==> src/rtl/core/ogpu_ram.sv <==
// Generic simple dual-port RAM, one write port, one registered read port.
`default_nettype none

module ogpu_ram #(
    parameter int WIDTH = 8,
    parameter int DEPTH = 16
) (
    input  wire logic                     i_clk,
    input  wire logic                     i_we,
    input  wire logic [$clog2(DEPTH)-1:0] i_waddr,
    input  wire logic [WIDTH-1:0]         i_wdata,
    input  wire logic [$clog2(DEPTH)-1:0] i_raddr,
    output logic      [WIDTH-1:0]         o_rdata
);

    logic [WIDTH-1:0] r_mem [DEPTH];
    logic [WIDTH-1:0] r_rdata;

    always_ff @(posedge i_clk) begin
        if (i_we) begin
            r_mem[i_waddr] <= i_wdata;
        end
        r_rdata <= r_mem[i_raddr];
    end

    assign o_rdata = r_rdata;

endmodule

`default_nettype wire

==> config.mk <==
export PLATFORM = sky130hd
export DESIGN_NAME = ogpu_ram
export DESIGN_NICKNAME = d
export VERILOG_FILES = /design/src/rtl/core/ogpu_ram.sv
export SDC_FILE = /design/constraint.sdc
export NUM_CORES = 1
export LEC_CHECK = 0
export BUFFER_PORTS_ARGS = -buffer_cell sky130_fd_sc_hd__buf_2
export CORE_UTILIZATION = 36
export CTS_CLUSTER_SIZE = 30
export DETAILED_ROUTE_END_ITERATION = 8
export PLACE_DENSITY = 0.56
export SYNTH_ARGS = -nofsm -noshare
export SYNTH_HDL_FRONTEND = slang
export SYNTH_SLANG_ARGS = --single-unit
==> constraint.sdc <==
create_clock -name i_clk -period 2.1 [get_ports i_clk]
set_input_delay 0.42 -clock i_clk [delete_from_list [all_inputs] [get_ports i_clk]]
set_output_delay 0.42 -clock i_clk [all_outputs]
set_load 0.03 [all_outputs]
Word-level counts from Yosys, hierarchy flattened
Memories as Yosys holds them, arrays and structs flattened. A register that Yosys moved wholly into a read port is not among the register bits.
Index checks and enable logic that the tools add are counted.
Widths: inputs -> output; s select.
- div/mod/pow operators: 0
- equality and inequality tests: 0
- reduce and logical (&&, ||, !) cells: 0
- add/sub/neg operators: 0
- shift-type cells: 0
- bitwise gates (word level): 0
- mux-type cells: 2
- $mul: 0
- magnitude comparators: 0
- operator list (cell ; number):
    $mux 1 ; 2
- bits in read-only memories: 0
- memories: 1
- bits in writable memories: 128
- bits in latches: 0
- input port bits: 18
- word-level logic and storage cells: 3
- bits in registers: 0
- output and inout port bits: 8
- memory list (name ; depth ; bits a word ; rd ports ; clocked after Yosys merged registers in ; wr ports ; line ; source):
    r_mem ; 16 ; 8 ; 1 ; 1 ; 1 ; 16 ; logic [WIDTH-1:0] r_mem [DEPTH];

Logic depth before layout (Yosys ltp)
Gate-level depths: netlist of the first run.
- depth after elaboration: 2
- gate-level depth with buffers: 5
- depth with buffers taken out: 3

Least setup slack after synthesis of the first run
OpenSTA, ideal clock, no wires.
- path type: input to register
- start: in i_waddr[2]
- end: mem r_mem[0][0] (enable)
- setup time: 383 ps
- stages on the path: 2
- path buffers: 0
- slack: 187 ps
- arrival time: 1530 ps
- required time: 1717 ps
- path through: or3b_2 > nor3_1
- RTL lines (item ; line ; source):
    start, declared ; 10 ; input wire logic [$clog2(DEPTH)-1:0] i_waddr,
    end, declared ; 16 ;
Straight into the memory's write port.

Worst setup path in the final report of the first run
- start: reg r_rdata[4] (netlist: o_rdata[4]), read port of r_mem
- end: out o_rdata[4]
- RTL lines (item ; line ; source):
    start, declared ; 17 ; logic [WIDTH-1:0] r_rdata;
    end, declared ; 13 ; output logic [WIDTH-1:0] o_rdata
No word-level cell between the ends.

==> flow_metrics.env, run 1 <==
export IMPL_run_status="complete, no violations"
export IMPL_grt_pass1_wl_um=15300
export IMPL_portBuffers=25
export IMPL_syn_area_per_cell_um2=22.5
export IMPL_fin_util_pct=45.0
export IMPL_combPwrFrac_pct=4.8
export IMPL_area_delta_synth_final_pct=21.8
export IMPL_cts_made_buffers=17
export IMPL_relSlewSlack_pct=71.6
export IMPL_path_class="register to output pin"
export IMPL_dieHeight_um=122
export IMPL_cap_violations=0
export IMPL_path_buf_inv=1
export IMPL_vias=2400
export IMPL_synth_top_cell_area_share_pct=74.7
export IMPL_antenna_found_initial=0
export IMPL_syn_cell_area_mm2=0.00515
export IMPL_rows=43
export IMPL_start_util_pct=36.9
export IMPL_nNetsFinal=302
export IMPL_hold_ws_ns=0.387
export IMPL_synth_yosys_seq_area_share_pct=77.8
export IMPL_critical_path_top_delay_family="flip-flops"
export IMPL_clock_latency_ns=0.41
export IMPL_report_final_slew_viol_count=0
export IMPL_leakagePower_uw=0.00213
export IMPL_clockPowerShare_pct=49.4
export IMPL_min_period_over_period_pct=67.0
export IMPL_power_density_mw_per_mm2=1060
export IMPL_htree_levels=4
export IMPL_max_vdd_ir_drop_mv=0.577
export IMPL_cp_end_kind="output pin"
export IMPL_critPathMaxStageDelay_ns=0.37
export IMPL_dieArea_mm2=0.0148
export IMPL_wl_per_cell_um=20.6
export IMPL_io_pin_count=26
export IMPL_layout_common_cells="edfxtp_1 (128), buf_2 (25), mux4_2 (18), buf_4 (18), clkbuf_16 (17)"
export IMPL_p_sw_uw=1280
export IMPL_final_common_cell="edfxtp_1"
export IMPL_skew_ns=0.00685
export IMPL_cp_cell_sequence="buf_2"
export IMPL_clk_pin_slew_worst_paths_ns=0.06
export IMPL_synthCells=229
export IMPL_yosys_area_top_type="edfxtp_1"
export IMPL_tns_ns=0
export IMPL_p_int_uw=5380
export IMPL_rsz0062_at_grt="no"
export IMPL_worst_slew_pin_slew_ns=0.426
export IMPL_timing_fmax_mhz=711
export IMPL_place_area_mm2=0.00561
export IMPL_dp_hpwl_um=6390
export IMPL_cp_arrival_ns=0.99
export IMPL_start_kind="register"
export IMPL_ys_ff_latch=136
export IMPL_required_ns=1.68
export IMPL_post_cts_buffers=0
export IMPL_synth_distinct_cells=19
export IMPL_p_seq_share_pct=45.9
export IMPL_grt_pass1_vias=2515
export IMPL_drive_gt1_share_pct=31.3
export IMPL_final_area_mm2=0.00627
export IMPL_cts_sinks=136
export IMPL_drt_pass1_iter_count=4
export IMPL_cts_resized=0
export IMPL_clockBufferDepth=2
export IMPL_die_w_um=122
export IMPL_grt_max_degree=29
export IMPL_core_area_mm2=0.0139
export IMPL_finalCriticalPeriod_ns=1.41
export IMPL_switching_share_pct=19.2
export IMPL_path_max_fanout=1
export IMPL_drtIter0Drc=183
export IMPL_cts_root_buf="clkbuf_16"
export IMPL_drc_errors=0
export IMPL_hold_buffers=0
export IMPL_syn_num_nets=247
export IMPL_finalHoldViolations=0
export IMPL_cts_tree="done"
export IMPL_gp_congestion=0.701
export IMPL_grt_remaining_overflow=0
export IMPL_grt_use_total_pct=15.2
export IMPL_hp_class="input pin to register"
export IMPL_setup_viol_count_final=0
export IMPL_totalWireLength_um=9860
export IMPL_critPathSlowestCell="dfxtp_1"
export IMPL_yosysWarnings=0
export IMPL_vias_per_cell=5.02
export IMPL_final_antenna_net_count=0
export IMPL_ys_top_cells_by_area="edfxtp_1 (75%), mux4_2 (7.9%), mux4_1 (7.1%), dfxtp_1 (3.1%), a22oi_1 (2.3%)"
[registers in the layout, indices dropped and copies added (netlist names)]
register  count
r_mem       128
o_rdata       8
[final timing paths]
| path | end | from | slack (ns) | cells past startpoint |
|---|---|---|---|---|
| setup / recovery | o_rdata[4] | o_rdata[4] | 0.69 | 1 |
| hold / removal | r_mem[13][6] | i_wdata[6] | 0.39 | 1 |
| hold reg to reg | o_rdata[3] | r_mem[14][3] | 0.68 | 3 |
| setup reg to reg | o_rdata[6] | r_mem[8][6] | 0.71 | 3 |
[power groups by stage]
stage | Combinational (uW) | Clock, uW | Sequential [uW]
detailed placement | 326 | 0 | 3110
global route | 349 | 3440 | 3060
CTS | 328 | 3320 | 3050
global placement | 320 | 0 | 3110
finish | 319 | 3290 | 3050
floorplan | 154 | 0 | 3140
[stage by stage]
| step | std cells | total power [uW] | worst slack [ns] |
|---|---|---|---|
| 5_1_grt | 477 | 6850 | 0.632 |
| 3_3_place_gp | 445 | 3430 | 0.272 |
| 3_5_place_dp | 445 | 3440 | 0.267 |
| 6_report | 478 | 6660 | 0.694 |
| 4_1_cts | 477 | 6710 | 0.677 |
| 2_1_floorplan | 229 | 3290 | 0.187 |
[cells in the mapped netlist]
cell type and instances:
nor3_1 4, and2_1 1, nand3b_1 2, and2b_1 1, nand2_1 9, buf_2 3, nand2b_1 2, mux4_1 14
nor2_1 13, buf_6 3, nand3_1 1, edfxtp_1 128, clkdlybuf4s25_2 3, buf_4 1, or3b_2 1, mux4_2 18
a22oi_1 16, nor2b_1 1, dfxtp_1 8
[worst register-to-register path: cells and delay by family (launching register included)]
family	cells	cell delay, ns
muxes	1	0.45
and+or+nand+nor	1	0.17
AOI/OAI and AO/OA	1	0.25
DFF	1	0.37
[cell type report]
class	count	area (um2)
sequential	136	4000
fill	1194	7670
antenna	1	2.50
clock buffer	18	429
clock inverter	14	229
timing repair buffer	46	320
multi-input combinational	83	1060
tap	180	225
[logic make-up (layout without fill, tap and decap cells)]
logic type	after synthesis	in the layout	synth area share, %
flops	136	136	77.8
compound gates	16	16	2.33
buf+inv	10	78	1.68
mux	32	32	15.0
other cells	0	1	0
simple gates	35	35	3.18
[metal layers]
| metal | vias to the layer above | global-route usage [%] | part of all wire, % |
|---|---|---|---|
| met3 | 14 | 3.60 | 5.1 |
| li1 | 1080 | - | - |
| met1 | 1243 | 20.7 | 45 |
| met5 | - | 0 | 0 |
| met2 | 63 | 23.2 | 48 |
| met4 | 0 | 6.71 | 1.6 |
(Power assumes the default switching activity.)
==> run 2: changes to the inputs <==
==> constraint.sdc (replaced) <==
create_clock -name i_clk -period 1.45 [get_ports i_clk]
set_input_delay 0.29 -clock i_clk [delete_from_list [all_inputs] [get_ports i_clk]]
set_output_delay 0.29 -clock i_clk [all_outputs]
set_load 0.03 [all_outputs]
==> run 2 against run 1 <==
  * Flip-flop and latch count unchanged
  * Clock power up 20%
  * First-iteration DRC count down 21%
  * Count of clock-buffer cells in the layout up 13
  * Sequential share of layout area up 0.41 points
  * Utilization down 0.29 points
  * Global-route usage down 0.68 points
  * Largest power group is now registers
==> flow_metrics.env, run 2 (synthesis gave the netlist of run 1 again) <==
export IMPL_clockPowerShare_pct=44.7
export IMPL_core_area_mm2=0.0139
export IMPL_reg2reg_to="o_rdata[0]"
export IMPL_grt_use_total_pct=14.5
export IMPL_worstSetupPathDepth=3
export IMPL_grt_max_degree=21
export IMPL_path_max_fanout=1
export IMPL_cts_made_buffers=17
export IMPL_cts_sinks=136
export IMPL_post_cts_buffers=0
export IMPL_final_antenna_net_count=0
export IMPL_dp_hpwl_um=6160
export IMPL_cts_root_buf="clkbuf_16"
export IMPL_clock_latency_ns=0.41
export IMPL_p_int_uw=7140
export IMPL_endpoint="o_rdata[0]"
export IMPL_p_seq_share_pct=50.0
export IMPL_grt_pass1_wl_um=14600
export IMPL_leakagePower_uw=0.00212
export IMPL_hold_buffers=0
export IMPL_ff2ff_path_depth=3
export IMPL_skew_ns=0.00455
export IMPL_clockBufferDepth=2
export IMPL_critPathSlowestCell="mux4_1"
export IMPL_dieHeight_um=122
export IMPL_switching_share_pct=19.3
export IMPL_min_period_over_period_pct=92.9
export IMPL_power_density_mw_per_mm2=1420
export IMPL_final_common_cell="edfxtp_1"
export IMPL_nNetsFinal=306
export IMPL_drtIter0Drc=145
export IMPL_fin_util_pct=44.7
export IMPL_required_ns=1.74
export IMPL_cp_end_kind="register"
export IMPL_hold_ws_ns=0.256
export IMPL_cp_arrival_ns=1.64
export IMPL_critical_path_top_delay_family="multiplexers"
export IMPL_rows=43
export IMPL_gp_congestion=0.674
export IMPL_largest_reg_flops=128
export IMPL_portBuffers=25
export IMPL_r2r_start="r_mem[0][0]"
export IMPL_path_class="register to register"
export IMPL_cp_startpoint="r_mem[0][0]"
export IMPL_report_final_slew_viol_count=0
export IMPL_htree_levels=4
export IMPL_drt_pass1_iter_count=4
export IMPL_ff2ff_setup_slack_ns=0.10
export IMPL_area_delta_synth_final_pct=21.0
export IMPL_cts_tree="done"
export IMPL_run_status="complete, no violations"
export IMPL_place_ws_ns=-0.259
export IMPL_worst_slew_pin_slew_ns=0.752
export IMPL_totalWireLength_um=9370
export IMPL_rsz0062_at_grt="no"
export IMPL_combPwrFrac_pct=5.3
export IMPL_critPathMaxStageDelay_ns=0.50
export IMPL_drc_errors=0
export IMPL_layout_common_cells="edfxtp_1 (128), buf_2 (25), buf_4 (21)"
export IMPL_path_buf_inv=0
export IMPL_cp_cell_sequence="mux4_1 -> a22oi_1 -> nand2_1"
export IMPL_place_area_mm2=0.00566
export IMPL_clk_pin_slew_worst_paths_ns=0.05
export IMPL_regMostFlops="r_mem"
export IMPL_die_w_um=122
export IMPL_vias_per_cell=5.03
export IMPL_max_vdd_ir_drop_mv=0.781
export IMPL_antenna_cells=0
export IMPL_io_pin_count=26
export IMPL_grt_pass1_vias=2571
export IMPL_finalHoldViolations=0
export IMPL_finalCriticalPeriod_ns=1.35
export IMPL_timing_fmax_mhz=742
export IMPL_drive_gt1_share_pct=32.6
export IMPL_cap_violations=0
export IMPL_dieArea_mm2=0.0148
export IMPL_p_sw_uw=1710
export IMPL_start_util_pct=36.9
export IMPL_final_area_mm2=0.00623
export IMPL_start_kind="register"
export IMPL_cts_resized=0
export IMPL_setup_slack_ns=0.102
export IMPL_relSlewSlack_pct=49.7
export IMPL_hp_class="input pin to register"
export IMPL_setup_viol_count_final=0
export IMPL_wl_per_cell_um=19.5
export IMPL_antenna_found_initial=0
export IMPL_vias=2420
export IMPL_grt_remaining_overflow=0
[run 2: worst min path at each step]
stage / from / end / slack, ns / depth (start not counted)
detailed placement: r_mem[4][4] / o_rdata[4] / 0.67 / 3
floorplan: i_wdata[0] / r_mem[0][0] / 0.39 / 0
finish: i_wdata[6] / r_mem[1][6] / 0.26 / 1
global placement: r_mem[14][0] / o_rdata[0] / 0.66 / 3
global route: i_wdata[6] / r_mem[2][6] / 0.25 / 1
CTS: i_wdata[1] / r_mem[7][1] / 0.24 / 1
[run 2: area by class of cell]
class                           count  area, um2
Fill cell                        1194       7710
Sequential cell                   136       4000
Multi-Input combinational cell     83       1070
Clock buffer                       31        558
Timing Repair Buffer               50        363
Tap cell                          180        225
Clock inverter                      1       5.00
[run 2: stage by stage]
stage	power, uW	std cells	TNS (ns)
floorplan	4770	229	-3.26
global placement	4970	449	-3.90
detailed placement	4980	449	-4.18
CTS	8950	481	0
global route	9170	481	0
finish	8850	481	0
[run 2: routing by layer]
layer	wire, um	vias to the layer above	track usage [%]
met3	393	10	5.06
met4	168	0	7.18
met5	0	-	0
li1	-	1092	-
met1	4220	1267	18.4
met2	4580	51	22.1
[run 2: power groups by stage]
stage	clock, uW	combinational (uW)	sequential [uW]
CTS	4050	477	4430
global route	4230	507	4430
finish	3960	467	4430
detailed placement	0	476	4510
floorplan	0	224	4550
global placement	0	470	4500
