$ cat src/rtl/core/ogpu_pkg.sv
// Shared types, codes and helpers for the occupancy grid point update core.
`default_nettype none

package ogpu_pkg;

    // Fixed field widths of the ports
    localparam int CELL_IDX_W = 18;
    localparam int ODDS_W     = 7;
    localparam int CLR_CNT_W  = 13;
    localparam int CFG_IDX_W  = 3;
    localparam int CFG_DATA_W = 64;
    localparam int COEF_W     = 16;
    localparam int PROD_W     = 32;
    // Row sum: three 32-bit products plus the shifted offset
    localparam int ACC_W      = 34;
    // Widest coordinate any grid axis may use
    localparam int COORD_W    = 8;
    localparam int CELL_W     = ODDS_W + 1;

    // Request codes
    localparam logic [1:0] REQ_POINT = 2'd0;
    localparam logic [1:0] REQ_CLEAR = 2'd1;
    localparam logic [1:0] REQ_READ  = 2'd2;
    localparam logic [1:0] REQ_NONE  = 2'd3;

    // Result status codes
    localparam logic [1:0] ST_UPDATED = 2'd0;
    localparam logic [1:0] ST_SKIPPED = 2'd1;
    localparam logic [1:0] ST_DROPPED = 2'd2;
    localparam logic [1:0] ST_DONE    = 2'd3;

    // Configuration register indexes
    localparam logic [CFG_IDX_W-1:0] CFG_ROW_X    = 3'd0;
    localparam logic [CFG_IDX_W-1:0] CFG_ROW_Y    = 3'd1;
    localparam logic [CFG_IDX_W-1:0] CFG_ROW_Z    = 3'd2;
    localparam logic [CFG_IDX_W-1:0] CFG_HIT_STEP = 3'd3;
    localparam logic [CFG_IDX_W-1:0] CFG_ODDS_MIN = 3'd4;
    localparam logic [CFG_IDX_W-1:0] CFG_ODDS_MAX = 3'd5;

    // Cell word: bit 7 hit flag, bits 6:0 odds
    localparam logic [CELL_W-1:0] CELL_RESET = 8'h3F;

    typedef logic signed [ACC_W-1:0] t_acc;

    // Integer part of a Q18.16 sum, truncated toward zero, low COORD_W bits
    function automatic logic [COORD_W-1:0] trunc_coord(input t_acc s);
        logic rnd;
        rnd = s[ACC_W-1] && (s[15:0] != 16'h0000);
        return s[16 +: COORD_W] + COORD_W'(rnd);
    endfunction

endpackage

`default_nettype wire

$ cat src/rtl/core/ogpu_xform.sv
// Point to cell transform: 3x4 fixed-point matrix, truncation and wrap.
`default_nettype none

module ogpu_xform #(
    parameter int X_BITS = 6,
    parameter int Y_BITS = 6,
    parameter int Z_BITS = 6
) (
    input  wire logic                                   i_clk,
    input  wire logic                                   i_rst_n,
    input  wire logic                                   i_start,
    input  wire logic signed [ogpu_pkg::COEF_W-1:0]     i_px,
    input  wire logic signed [ogpu_pkg::COEF_W-1:0]     i_py,
    input  wire logic signed [ogpu_pkg::COEF_W-1:0]     i_pz,
    input  wire logic [ogpu_pkg::CFG_DATA_W-1:0]        i_row_x,
    input  wire logic [ogpu_pkg::CFG_DATA_W-1:0]        i_row_y,
    input  wire logic [ogpu_pkg::CFG_DATA_W-1:0]        i_row_z,
    output logic                                        o_done,
    output logic [X_BITS+Y_BITS+Z_BITS-1:0]             o_cell
);

    import ogpu_pkg::*;

    localparam int ROWS = 3;

    logic                     r_busy;
    logic                     r_done;
    logic [2:0]               r_phase;
    logic signed [COEF_W-1:0] r_p [ROWS];
    logic signed [PROD_W-1:0] r_prod [ROWS];
    t_acc                     r_acc [ROWS];
    logic [X_BITS+Y_BITS+Z_BITS-1:0] r_cell;

    logic [CFG_DATA_W-1:0]    w_row [ROWS];
    logic signed [COEF_W-1:0] w_coef [ROWS];
    logic signed [COEF_W-1:0] w_op;
    logic signed [PROD_W-1:0] w_prod [ROWS];
    t_acc                     w_off [ROWS];
    logic [COORD_W-1:0]       w_coord [ROWS];

    assign w_row[0] = i_row_x;
    assign w_row[1] = i_row_y;
    assign w_row[2] = i_row_z;

    // One multiplier per row, stepping through the x, y and z terms
    always_comb begin
        unique case (r_phase[1:0])
            2'd0:    w_op = r_p[0];
            2'd1:    w_op = r_p[1];
            default: w_op = r_p[2];
        endcase
        for (int r = 0; r < ROWS; r++) begin
            unique case (r_phase[1:0])
                2'd0:    w_coef[r] = w_row[r][15:0];
                2'd1:    w_coef[r] = w_row[r][31:16];
                default: w_coef[r] = w_row[r][47:32];
            endcase
            w_prod[r]  = w_coef[r] * w_op;
            w_off[r]   = {{(ACC_W-COEF_W-8){w_row[r][63]}}, w_row[r][63:48], 8'h00};
            w_coord[r] = trunc_coord(r_acc[r]);
        end
    end

    always_ff @(posedge i_clk) begin
        if (!i_rst_n) begin
            r_busy  <= 1'b0;
            r_done  <= 1'b0;
            r_phase <= '0;
        end else begin
            r_done <= 1'b0;
            if (i_start) begin
                r_busy  <= 1'b1;
                r_phase <= '0;
            end else if (r_busy) begin
                r_phase <= r_phase + 3'd1;
                if (r_phase == 3'd4) begin
                    r_busy <= 1'b0;
                    r_done <= 1'b1;
                end
            end
        end
    end

    // Phases 0..2 multiply, 1..3 accumulate, 4 wraps into the cell index
    always_ff @(posedge i_clk) begin
        if (i_start) begin
            r_p[0] <= i_px;
            r_p[1] <= i_py;
            r_p[2] <= i_pz;
            for (int r = 0; r < ROWS; r++) begin
                r_acc[r] <= w_off[r];
            end
        end else if (r_busy) begin
            for (int r = 0; r < ROWS; r++) begin
                if (r_phase <= 3'd2) begin
                    r_prod[r] <= w_prod[r];
                end
                if (r_phase >= 3'd1 && r_phase <= 3'd3) begin
                    r_acc[r] <= r_acc[r] + ACC_W'(r_prod[r]);
                end
            end
            if (r_phase == 3'd4) begin
                r_cell <= {w_coord[0][X_BITS-1:0], w_coord[1][Y_BITS-1:0],
                           w_coord[2][Z_BITS-1:0]};
            end
        end
    end

    assign o_done = r_done;
    assign o_cell = r_cell;

endmodule

`default_nettype wire

$ cat config.mk
export PLATFORM = sky130hd
export DESIGN_NAME = ogpu_xform
export DESIGN_NICKNAME = d
export VERILOG_FILES = /design/src/rtl/core/ogpu_pkg.sv /design/src/rtl/core/ogpu_xform.sv
export SDC_FILE = /design/constraint.sdc
export NUM_CORES = 2
export LEC_CHECK = 0
export BUFFER_PORTS_ARGS = -buffer_cell sky130_fd_sc_hd__buf_4
export CORE_MARGIN = 4
export CORE_UTILIZATION = 60
export DETAILED_ROUTE_END_ITERATION = 8
export GPL_TIMING_DRIVEN = 1
export PLACE_DENSITY_LB_ADDON = 0.2
export REMOVE_ABC_BUFFERS = 1
export SLEW_MARGIN = 20
export SYNTH_ARGS = -nofsm -noshare
export SYNTH_HDL_FRONTEND = slang
export SYNTH_SLANG_ARGS = --single-unit
export TNS_END_PERCENT = 50
$ cat constraint.sdc
create_clock -name i_clk -period 18.3 [get_ports i_clk]
set_input_delay 0 -clock i_clk [delete_from_list [all_inputs] [get_ports i_clk]]
set_output_delay 0 -clock i_clk [all_outputs]
set_load 0.01 [all_outputs]
# Yosys cells after proc, flatten, opt, wreduce, memory -nomap -nowiden
# Memories as Yosys holds them, arrays and structs flattened.
# Cells that the tools add are included.
dict set report classes {
  addsub 7
  mul 3
  magnitude_cmp 3
  n_eq_ne 2
  muxes 21
  bitwise_logic 6
  n_reduce_logical 11
}
# operator count
set op_table {}
lappend op_table {{one-hot mux 16 bit (2 select lines)} 4}
lappend op_table {{adder 34 x 32 -> 34 bit} 3}
lappend op_table {{two-way mux 34 bit} 3}
lappend op_table {{multiplier 16 x 16 -> 32 bit} 3}
lappend op_table {{nonzero test 16 bit} 3}
lappend op_table {{adder 6 x 1 -> 6 bit} 3}
lappend op_table {{two-way mux 1 bit} 14}
lappend op_table {{less-or-equal comparator 3 x 2 -> 1 bit (second input constant)} 2}
lappend op_table {{logical AND 1 bit} 4}
lappend op_table {{adder 3 x 1 -> 3 bit (second input constant)} 1}
lappend op_table {{== test 3 bit (second input constant)} 1}
lappend op_table {{greater-or-equal comparator 3 x 1 -> 1 bit (second input constant)} 1}
lappend op_table {{NOT 1 bit} 3}
lappend op_table {{bitwise OR 1 bit} 3}
lappend op_table {{AND reduction 3 bit} 1}
lappend op_table {{OR reduction 3 bit} 1}
lappend op_table {{== test 2 x 1 -> 1 bit (second input constant)} 1}
lappend op_table {{zero test 2 bit} 1}
lappend op_table {{OR reduction 2 bit} 1}
dict set report totals {
  ff_bits 23
  mem_bits_rw 246
  in_bits 243
  out_inout_bits 19
  memories 3
}
# name words width read_ports rd_ports_with_merged_regs wr line_no
set memory_table {}
lappend memory_table {r_acc 3 34 3 0 3 ogpu_xform.sv:31} ;# t_acc r_acc [ROWS];
lappend memory_table {r_prod 3 32 3 0 3 ogpu_xform.sv:30} ;# logic signed [PROD_W-1:0] r_prod [ROWS];
lappend memory_table {r_p 3 16 3 0 3 ogpu_xform.sv:29} ;# logic signed [COEF_W-1:0] r_p [ROWS];

# Longest topological paths before layout
dict set report logic_depth {
  depth_word 7
  ltp_mapped 30
  ltp_nobuf 27
}

# Worst setup path after synthesis
# OpenSTA, ideal clock, no wires.
dict set report synth_path {
  path_kind {register -> register}
  start {register r_busy}
  end {memory r_prod[0][0], enable pin}
  setup_ps 669
  t_arrival_ps 7188
  required_ps 17631
  path_slack_ps 10444
  stages_incl_launch_ff 4
  n_path_buf 1
  synth_period_minus_slack_ps 7856
  cell_sequence {dfxtp_1 clkbuf_1 nand2b_1 nor3_1}
}
# element line_no
set synth_lines {}
lappend synth_lines {{start, declared} ogpu_xform.sv:26} ;# logic r_busy;
lappend synth_lines {{start signal, assigned} ogpu_xform.sv:66} ;# r_busy <= 1'b0;
lappend synth_lines {{start signal, assigned} ogpu_xform.sv:72} ;# r_busy <= 1'b1;
lappend synth_lines {{start signal, assigned} ogpu_xform.sv:77} ;# r_busy <= 1'b0;
lappend synth_lines {{end, declared} ogpu_xform.sv:30}

==> results.json <==
{
  "setup_ws_ps": 8930,
  "tightest_slew_ps": 1200,
  "synthAdderAreaFrac": 0.457,
  "syn_inst": 4684,
  "std_cell_rows": 99,
  "crit_slowest_cell": "a21o_1",
  "cp-start-kind": "register",
  "drt_iter0_markers": 2999,
  "synth-compound-area-share": 0.115,
  "vias": 34800,
  "yosys.area_share.simple": 0.119,
  "ant_nets": 0,
  "synth_edf_count": 264,
  "clockBufferDepth": 3,
  "critPathMaxStageDelay_ps": 1000,
  "synth_area_leaders": "fa_1 36%, edfxtp_1 18%, ha_1 10%",
  "yosysSeqAreaShare": 0.181,
  "hold_viol": 0,
  "drv_slew": 0,
  "layout.cells.non_filler": 5963,
  "hold_class": "primary input to register",
  "period_share": 0.512,
  "die_h_um": 280,
  "report.final.setup_viol": 0,
  "initial_utilization": 0.606,
  "finalCriticalPeriod_ps": 9370,
  "gp_congestion": 0.989,
  "synthFlopType": "edfxtp_1",
  "cts_buffers": 34,
  "crit_fanout": 123,
  "fmax_ghz": 0.107,
  "final_util": 0.678,
  "synth_common_cells": "915 x inv_1, 789 x fa_1, 533 x nor2_1",
  "fp.coreArea_sq_mm": 0.0731,
  "final_layout_size_suffix_gt1_frac": 0.0828,
  "post_cts_resize_count": 0,
  "viasPerCell": 5.84,
  "rsz0062_at_grt": "false",
  "synth_area_per_cell_sq_um": 9.46,
  "crit_required_ps": 18600,
  "clock_sinks": 269,
  "root_buffer": "clkbuf_16",
  "yosysMostFrequentCell": "inv_1",
  "async_flop_share": 0,
  "synth_area_sq_mm": 0.0443,
  "critPathCaptureType": "register",
  "firstDrtPassIters": 6,
  "drv_cap": 0,
  "synthMuxAreaShare": 0.000932,
  "htreeDepth": 2,
  "status": "completed",
  "ys_ff_latch": 269,
  "dp.final_hpwl_um": 93900,
  "yosys_warnings": 0,
  "dp_slack_ps": 9150,
  "grt_antenna_before_repair": 4,
  "wirelength_um": 121000,
  "nets": 6368,
  "crit_type": "register to register",
  "routedWlPerCell_um": 20.3,
  "fp.dieW_um": 280,
  "synth_top_family_by_area": "adder cells",
  "grt_pass1_vias": 36100,
  "tns_ps": 0,
  "grt_util_all_layers": 0.313,
  "dp.cells": 5805,
  "boundaryPins": 262,
  "yosysTopAreaCellShare": 0.356,
  "cp.arrival_ps": 9670,
  "grt_overflow": 0,
  "post_cts_buffers": 0,
  "grt_start_max_net_pins": 124,
  "die_area_sq_mm": 0.0783,
  "grt_pass1_wl_um": 192000,
  "clk_latency_ps": 570,
  "syn2layout_area_growth_pct": 11.8,
  "synth_xor_xnor_area_share": 0.0362,
  "relSlewSlack": 0.201,
  "skew_ps": 26.8,
  "port_buffers": 261,
  "synth_top_area_cell": "fa_1",
  "synth_cell_types": 83,
  "path_clk_slew_ps": 60,
  "cts_tree": "built",
  "drcViolationCount": 0
}
==> cell families after synthesis <==
kind of cell / after synthesis
XOR/XNOR: 183
AO/OA/AOI/OAI: 757
buffers and inverters: 1070
flip-flops: 269
multiplexers: 4
AND/OR/NAND/NOR: 1256
adder cells (fa/ha/maj): 1145
==> worst paths after layout <==
| check | startpoint | end | slack [ps] | depth (start not counted) |
|---|---|---|---|---|
| setup / recovery | r_phase[1] | r_prod[0][24] | 8930 | 28 |
| setup reg to reg | r_phase[1] | r_prod[0][24] | 8930 | 28 |
| hold reg to reg | r_phase[2] | r_phase[2] | 570 | 2 |
| hold / removal | i_row_y[63] | r_acc[0][60] | 20 | 3 |
==> cell type report <==
type,instances,area [sq um]
repair buffers,415,3390
inverters,915,3430
well taps,959,1200
flip-flops and latches,269,8030
clock buffers,42,902
clock inverters,17,144
fillers,5753,23600
multi-input cells,3345,32400
diodes,1,2.50
==> layer usage <==
metal | wire (um) | part of all wire | vias up | track usage
met5 | 37 | 0.00031 | - | 0
met4 | 6400 | 0.053 | 2 | 0.134
met3 | 12900 | 0.11 | 371 | 0.0773
met2 | 55100 | 0.46 | 1725 | 0.505
met1 | 46400 | 0.38 | 17100 | 0.408
li1 | - | - | 15600 | -
==> sequential cells by signal, summed over array words and instances, names as in the netlist <==
signal   cells
r_acc      102
r_prod      96
r_p         48
o_cell      18
r_phase      3
o_done       1
r_busy       1
==> worst max-delay path: cells and delay by family (launching register included) <==
family,cells,cell delay [ps]
AO/OA/AOI/OAI,6,2480
XOR/XNOR,1,150
adder cells (fa/ha/maj),8,3680
buffers and inverters,8,1290
flip-flops,1,430
AND/OR/NAND/NOR,5,990
==> layout by cell type, fill, tap and decap left out, drive strengths merged, types with 14 or more instances in the layout <==
cell	synthesis	routed
o21ai	144	144
a21oi	197	197
and3	25	25
nor3	47	47
o21a	24	24
clkbuf	131	42
buf	24	317
a211oi	31	31
edfxtp	264	264
nor2b	20	20
fa	789	789
nand2b	18	18
ha	356	356
xnor2	122	122
xor2	61	61
o211ai	18	18
and2	15	15
o21bai	19	19
nor2	533	533
nand2	468	468
a21o	135	135
or2	15	15
nand4	21	21
a22o	64	64
dlygate4sd3	0	98
a211o	14	14
inv	915	917
o31ai	18	18
a31oi	14	14
nand3	44	44
nor4	18	18
==> metrics by stage <==
step	hold WS [ps]	instance area, sq um
6_report	24.6	49500
4_1_cts	2.71	49500
3_5_place_dp	179	47500
3_3_place_gp	179	47500
2_1_floorplan	98.9	43700
5_1_grt	29.2	49500
==> what timing repair did <==
| action | CTS | global route |
|---|---|---|
| endpoints found under the hold margin | 122 | 0 |
| setup endpoints to repair | 0 | 0 |
| hold buffers | 98 | 0 |
Power is left out: the tool's default activity adds up to more than one toggle a clock period on the data nets, which glitch-free logic cannot reach.
